--- src/hdl/cal_pkg.sv ---
// ----------------------------------------------------------------------------
// cal_pkg
// Shared field widths, request and status codes, and the control and status
// bundles passed between the controller and the datapath of cursor_array_list.
// ----------------------------------------------------------------------------
package cal_pkg;

    localparam int MODE_W   = 4;
    localparam int VALUE_W  = 32;
    localparam int INDEX_W  = 10;
    localparam int DATA_W   = 32;
    localparam int STATUS_W = 2;
    localparam int COUNT_W  = 11;
    localparam int POS_W    = 10;

    localparam int S_TDATA_W = 48;
    localparam int M_TDATA_W = 56;

    localparam logic [MODE_W-1:0] MODE_READ_CUR   = 4'd0;
    localparam logic [MODE_W-1:0] MODE_PREV       = 4'd1;
    localparam logic [MODE_W-1:0] MODE_NEXT       = 4'd2;
    localparam logic [MODE_W-1:0] MODE_START      = 4'd3;
    localparam logic [MODE_W-1:0] MODE_END        = 4'd4;
    localparam logic [MODE_W-1:0] MODE_DELETE     = 4'd5;
    localparam logic [MODE_W-1:0] MODE_INS_BEFORE = 4'd6;
    localparam logic [MODE_W-1:0] MODE_INS_AFTER  = 4'd7;
    localparam logic [MODE_W-1:0] MODE_READ_IDX   = 4'd8;
    localparam logic [MODE_W-1:0] MODE_WRITE_IDX  = 4'd9;

    localparam logic [STATUS_W-1:0] ST_OK    = 2'd0;
    localparam logic [STATUS_W-1:0] ST_EMPTY = 2'd1;
    localparam logic [STATUS_W-1:0] ST_RANGE = 2'd2;
    localparam logic [STATUS_W-1:0] ST_FULL  = 2'd3;

    typedef struct packed {
        logic load_req;
        logic read_issue;
        logic shift_init;
        logic shift_step;
        logic shift_drain;
        logic commit;
    } cal_cmd_t;

    typedef struct packed {
        logic do_shift;
        logic rem_zero;
    } cal_stat_t;

endpackage

--- src/hdl/cal_ctrl.sv ---
// ----------------------------------------------------------------------------
// cal_ctrl
// Request sequencer: decode, element shift loop, commit and result handoff.
// ----------------------------------------------------------------------------
module cal_ctrl (
    input  logic              aclk,
    input  logic              aresetn,
    input  logic              s_tvalid,
    output logic              s_tready,
    output logic              m_tvalid,
    input  logic              m_tready,
    input  cal_pkg::cal_stat_t stat,
    output cal_pkg::cal_cmd_t  cmd
);

    typedef enum logic [1:0] {
        IDLE,
        DECODE,
        SHIFT,
        FINISH
    } state_t;

    state_t state_reg, state_next;
    logic   out_valid_reg, out_valid_next;
    logic   out_free;

    assign out_free = !out_valid_reg || m_tready;
    assign s_tready = (state_reg == IDLE);
    assign m_tvalid = out_valid_reg;

    always_comb begin
        state_next = state_reg;
        cmd        = '0;
        case (state_reg)
            IDLE: begin
                if (s_tvalid) begin
                    cmd.load_req = 1'b1;
                    state_next   = DECODE;
                end
            end
            DECODE: begin
                cmd.read_issue = 1'b1;
                if (stat.do_shift) begin
                    cmd.shift_init = 1'b1;
                    state_next     = SHIFT;
                end else begin
                    state_next = FINISH;
                end
            end
            SHIFT: begin
                if (!stat.rem_zero) begin
                    cmd.shift_step = 1'b1;
                end else begin
                    cmd.shift_drain = 1'b1;
                    state_next      = FINISH;
                end
            end
            FINISH: begin
                if (out_free) begin
                    cmd.commit = 1'b1;
                    state_next = IDLE;
                end
            end
            default: begin
                state_next = IDLE;
            end
        endcase
    end

    always_comb begin
        out_valid_next = out_valid_reg;
        if (cmd.commit) begin
            out_valid_next = 1'b1;
        end else if (m_tready) begin
            out_valid_next = 1'b0;
        end
    end

    always_ff @(posedge aclk) begin
        if (!aresetn) begin
            state_reg     <= IDLE;
            out_valid_reg <= 1'b0;
        end else begin
            state_reg     <= state_next;
            out_valid_reg <= out_valid_next;
        end
    end

endmodule

--- config.mk ---
export PLATFORM = sky130hd
export DESIGN_NAME = cal_ctrl
export DESIGN_NICKNAME = d
export VERILOG_FILES = /design/src/hdl/cal_pkg.sv /design/src/hdl/cal_ctrl.sv
export SDC_FILE = /design/constraint.sdc
export NUM_CORES = 1
export LEC_CHECK = 0
export BUFFER_PORTS_ARGS = -buffer_cell sky130_fd_sc_hd__buf_2
export CELL_PAD_IN_SITES_DETAIL_PLACEMENT = 0
export CELL_PAD_IN_SITES_GLOBAL_PLACEMENT = 1
export CORE_AREA = 4 4 41 43
export DETAILED_ROUTE_END_ITERATION = 6
export DIE_AREA = 0 0 45 47
export PLACE_DENSITY_LB_ADDON = 0.1
export SLEW_MARGIN = 30
export SYNTH_ARGS = -nofsm -noshare
export SYNTH_HDL_FRONTEND = slang
export SYNTH_SLANG_ARGS = --single-unit
--- constraint.sdc ---
create_clock -name aclk -period 2.7 [get_ports aclk]
set_input_delay 0.54 -clock aclk [delete_from_list [all_inputs] [get_ports aclk]]
set_output_delay 0.54 -clock aclk [all_outputs]
set_load 0.02 [all_outputs]
==> results.ini, run 1 <==
[setup_path]
r2r-end = state_reg[0]
setup.worst_path.end = cmd[5]
start_kind = flop
reg2reg_depth = 5
worstPathRequired_ns = 2.16
critPathLaunch = state_reg[0]
critical_path_arrival_ns = 1.31
reg2reg_slack_ns = 1.32
critPathKind = flop to output port
r2r_start = state_reg[0]
crit_fanout = 6
cp-end-kind = output port

[clock_tree]
cts_made_buffers = 3
cts.sinks = 3
cts_setup_buffers = 0
clockRootBuffer = clkbuf_4
cts_resized = 0
clock_latency_ns = 0.23
cts.clk_slew.worst_paths_ns = 0.04
hold_buffers = 0
cts_tree = done
clockBufferDepth = 2
ctsHtreeMaxLevel = 1

[die]
io-pin-count = 14
fp-row-count = 13
dieArea_sq_mm = 0.00212
floorplan.core_area_sq_mm = 0.00130
die-width_um = 45
die_h_um = 47
start_util_pct = 21.7

[sta]
rsz0062_at_grt = no
tns_ns = 0
fin_crit_sh_pct = 68.5
finClkSkew_ns = 0.000929
finalCriticalPeriod_ns = 1.85
maxSlewHeadroom_pct = 86.5
setup_viol = 0
worstMarginPinSlew_ns = 0.202
finalMaxSlewViolations = 0
hold_viol_final = 0
clock.fmax_ghz = 0.541

[cells_and_area]
seq_area_sq_um = 60.1
largest_register_ffs = 2
multi_input_area_sq_um = 200
num_antenna_cells = 0
area_growth_pct = 36.3
final_cells = 61
drive_gt1_share_pct = 45.7
nFillCells = 148
nNetsFinal = 57

[routing]
drt_pass1_iterations = 4
dr_total_vias = 257
drtAntennaViolNets = 0
post_drt_wl_per_cell_um = 11.0
drt-total-wl_um = 673
first_iter_violations = 2
vias_per_cell = 4.21
drc = 0

[hold_path]
hp-class = primary input to flop

[global_routing]
grt_pass1_wl_mm = 1.01
gr-total-overflow = 0
grt_pass1_vias = 241
grtUsageTotal_pct = 7.41
grt_antenna_before_repair = 0
grt_max_degree = 7

[yosys]
synthDominantCellAreaShare_pct = 21.2
synth_top_cell_by_area = dfxtp_1
yosys-top-cells-area = dfxtp_1, ha_1, nand2b_4
synth_seq_cells = 3
synthCells = 30
yosysWarnings = 0
synthesis.nets = 40
synth.distinct_cells = 17
ys_seq_area_share_pct = 21.2
avgSynthCellArea_sq_um = 9.43
syn_area_sq_um = 283

[power]
p_leak_uw = 0.000245
p_per_area_mw_per_mm2 = 1080
ir_drop_uv = 470

[run_status]
outcome = finished clean

[placement]
dp_hpwl_um = 576
gp_congestion = 0.705
io_buffers = 13
dp_cells = 57

[run]
max_cap_viol_count = 0

==> logic make-up after synthesis <==
| kind of cell | synth area share (%) |
|---|---|
| buf+inv | 7.96 |
| fa+ha+maj | 17.7 |
| simple gates | 38.1 |
| flops | 21.2 |
| compound gates | 15.0 |
==> synth_stat cells <==
cell type	instances
nor2b_1	1
nor2_1	2
nand2b_4	2
nand2_1	1
a21oi_2	1
o311a_1	1
a31o_1	2
dfxtp_1	3
ha_1	4
buf_4	1
nand4_1	1
o22ai_1	1
nand3b_4	1
and2_1	3
nand3_2	1
and2b_1	1
inv_1	4
==> worst max-delay path, cell delays in order (launching register included) <==
cell     delay [ns]
dfxtp_1        0.41
inv_1          0.09
ha_1           0.27
and2_1         0.15
buf_2          0.15
==> per-stage QoR <==
stage	hold slack [ns]	total power (uW)	area, sq um	setup slack [ns]	utilization [%]
floorplan	0.612	278	283	1.11	-
global placement	0.658	341	359	1.10	27.6
detailed placement	0.678	341	359	1.09	27.6
CTS	0.553	428	385	0.842	29.6
global route	0.570	450	385	0.779	29.6
finish	0.559	415	385	0.851	29.6
==> power by group <==
group / internal, uW / switching, uW
registers: 61.8 / 20.0
logic: 103 / 151
clock network: 55.5 / 24.3
total: 220 / 196
==> layer usage <==
metal | global-route usage [%] | share of wire, % | vias to the layer above
met5 | 0 | 0 | -
met3 | 4.60 | 10 | 2
met1 | 7.01 | 39 | 109
met4 | 5.26 | 1.5 | 0
met2 | 11.9 | 49 | 11
li1 | - | - | 135
==> area by class of cell <==
class	count	share of cell area, %
Clock buffer	4	6.82
Timing Repair Buffer	13	16.9
Sequential cell	3	15.6
Tap cell	15	4.87
Inverter	4	3.90
Multi-Input combinational cell	22	51.9
==> worst min-delay path by stage <==
| stage | start | endpoint | slack (ns) | cells past startpoint |
|---|---|---|---|---|
| 2_1_floorplan | state_reg[1] | state_reg[1] | 0.61 | 3 |
| 3_3_place_gp | m_tvalid | m_tvalid | 0.66 | 3 |
| 3_5_place_dp | state_reg[1] | state_reg[1] | 0.68 | 3 |
| 4_1_cts | aresetn | state_reg[0] | 0.55 | 2 |
| 5_1_grt | aresetn | state_reg[0] | 0.57 | 2 |
| 6_report | aresetn | state_reg[0] | 0.56 | 2 |
==> cells in the final DEF, fill, tap and decap left out, drive strengths merged, types with 2 or more instances in the layout <==
cell	instances
nand2b	2
and2	3
dfxtp	3
inv	4
ha	4
nor2	2
buf	13
a31o	2
clkbuf	4
(Power assumes the default switching activity.)
==> run 2, diff against run 1 <==
==> constraint.sdc (replaced) <==
create_clock -name aclk -period 1.5 [get_ports aclk]
set_input_delay 0.3 -clock aclk [delete_from_list [all_inputs] [get_ports aclk]]
set_output_delay 0.3 -clock aclk [all_outputs]
set_load 0.02 [all_outputs]
==> run 2 against run 1 <==
Via count grew 2.7%. Combinational power up 110%. Core utilization up 3.3 points. Setup slack got worse by 0.80 ns. Total power increased by 110%. Cell count did not move. Clock skew about the same. Critical path depth fell by 1. First-iteration DRC count fell by 100%. Critical endpoint is now cmd[0]. Highest routed layer unchanged.
==> results.ini, run 2 (same netlist as run 1, synthesis figures left out) <==
[power]
p_int_uw = 471  ; was 220 uW
p_per_area_mw_per_mm2 = 2010  ; was 1080 mW/mm^2
ir_drop_uv = 830  ; was 470 uV
power.share.sequential_pct = 20.9  ; was 19.7%
switching_share_pct = 45.4  ; was 47.1%
clkPwrFrac_pct = 16.6  ; was 19.2%
p_switching_uw = 391  ; was 196 uW
p_leak_uw = 0.000246  ; was 0.000245 uW
combinationalPowerShare_pct = 62.4  ; was 61.1%

[die]
die-width_um = 45  ; unchanged
die_h_um = 47  ; unchanged
fp-row-count = 13  ; unchanged
dieArea_sq_mm = 0.00212  ; unchanged
start_util_pct = 21.7  ; unchanged
floorplan.core_area_sq_mm = 0.00130  ; unchanged
io-pin-count = 14  ; unchanged

[cells_and_area]
nNetsFinal = 57  ; unchanged
seq_area_sq_um = 67.6  ; was 60.1 sq um
largest_register_ffs = 2  ; unchanged
num_antenna_cells = 0  ; unchanged
multi_input_area_sq_um = 228  ; was 200 sq um
nFillCells = 145  ; was 148
area_growth_pct = 51.3  ; was 36.3%
layout_commonest_cell = buf_2  ; unchanged
drive_gt1_share_pct = 60.9  ; was 45.7%
final_area_sq_um = 428  ; was 385 sq um
final_cell_mix = buf_2, and2_1, clkbuf_4  ; was buf_2, inv_1, ha_1

[setup_path]
crit_fanout = 6  ; unchanged
reg2reg_depth = 4  ; was 5
start_kind = flop  ; unchanged
critical_path_arrival_ns = 1.15  ; was 1.31 ns
worstPathRequired_ns = 1.20  ; was 2.16 ns
critPathKind = flop to output port  ; unchanged
reg2reg_slack_ns = 0.27  ; was 1.32 ns
r2r_start = state_reg[0]  ; unchanged
r2r-end = state_reg[0]  ; unchanged
cp-end-kind = output port  ; unchanged

[hold_path]
hp-start = aresetn  ; unchanged
whs_endpoint = state_reg[0]  ; unchanged
hold_depth = 2  ; unchanged
hp-class = primary input to flop  ; unchanged

[clock_tree]
cts.sinks = 3  ; unchanged
cts.clk_slew.worst_paths_ns = 0.04  ; about the same
ctsHtreeMaxLevel = 1  ; unchanged
cts_made_buffers = 3  ; unchanged
clockRootBuffer = clkbuf_4  ; unchanged
clock_latency_ns = 0.23  ; about the same
cts_tree = done  ; unchanged
clockBufferDepth = 2  ; unchanged

[sta]
hold_viol_final = 0  ; unchanged
finClkSkew_ns = 0.000831  ; was 0.000929 ns
fin_ws_ns = 0.0534  ; was 0.851 ns
worstMarginPinSlew_ns = 0.164  ; was 0.202 ns
rsz0062_at_grt = yes  ; was no
maxSlewHeadroom_pct = 89.1  ; was 86.5%
fin_crit_sh_pct = 96.4
finalMaxSlewViolations = 0  ; unchanged
finalCriticalPeriod_ns = 1.45
setup_viol = 0  ; unchanged
clock.fmax_ghz = 0.691

[routing]
drtAntennaViolNets = 0  ; unchanged
drc = 0  ; unchanged
vias_per_cell = 4.33  ; was 4.21
dr_total_vias = 264  ; was 257
drt_pass1_iterations = 1  ; was 4
post_drt_wl_per_cell_um = 11.6  ; was 11.0 um
first_iter_violations = 0  ; was 2
drt-total-wl_um = 706  ; was 673 um

[global_routing]
grtUsageTotal_pct = 8.37  ; was 7.41%
grt_pass1_vias = 261  ; was 241
grt_max_degree = 7  ; unchanged
grt_antenna_before_repair = 0  ; unchanged
grt_pass1_wl_mm = 1.12  ; was 1.01 mm
gr-total-overflow = 0  ; unchanged

[placement]
dp_hpwl_um = 539  ; was 576 um
preCtsSetupSlack_ns = 0.113  ; was 1.09 ns
gp_congestion = 0.721  ; was 0.705
io_buffers = 13  ; unchanged
dpl-instance-area_sq_um = 359  ; unchanged

[run_status]
outcome = finished clean  ; unchanged

[run]
max_cap_viol_count = 0  ; unchanged

## run 2: cell counts in the layout (fill, tap and decap cells not counted)
Identical to the previous run, type by type.
## run 2: worst max path at each step
stage | startpoint | endpoint | cells past startpoint
after CTS | state_reg[1] | cmd[5] | 4
after detailed placement | state_reg[0] | state_reg[0] | 5
final | state_reg[0] | cmd[0] | 3
after floorplan | state_reg[0] | state_reg[0] | 5
after global placement | state_reg[0] | state_reg[0] | 5
after global routing | state_reg[0] | cmd[2] | 5
## run 2: repair_timing
action | in CTS | in global routing
setup buffers | 0 | 0
endpoints found under the setup margin | 5 | 5
hold buffers | 0 | 0
gates resized for setup | 3 | 11
## run 2: cell type report
cell class                      instances  share of cell area (%)
Tap cell                               15                    4.39
Multi-Input combinational cell         22                    53.2
Clock buffer                            4                    6.14
Timing Repair Buffer                   13                    16.4
Inverter                                4                    4.09
Sequential cell                         3                    15.8
## run 2: power groups by stage
stage / Sequential, uW / Clock, uW / Combinational [uW]
finish: 180 / 144 / 538
global route: 184 / 167 / 598
CTS: 154 / 154 / 466
detailed placement: 147 / 0 / 455
global placement: 148 / 0 / 456
floorplan: 145 / 0 / 355
## run 2: metrics by stage
stage                     power (uW)  TNS [ns]  hold slack, ns  utilization, %  std cells
after global placement           603         0           0.555            27.6         57
after detailed placement         603         0           0.556            27.6         57
after CTS                        775   -0.0707           0.297            30.1         61
after floorplan                  500         0           0.431               -         30
after global routing             949   -0.0323           0.286            32.9         61
final                            862         0           0.313            32.9         61
## run 2: critical path, cell delays in order, from the launching register on
cell and delay [ns]:
dfxtp_4 0.37, ha_1 0.24, nor2b_1 0.14, buf_2 0.16
## run 2: layer usage
layer	vias up	part of all wire, %	global-route usage, %
li1	136	-	-
met1	115	40	7.48
met2	11	48	12.7
met3	2	11	8.43
met4	0	1.1	3.51
met5	-	0	0
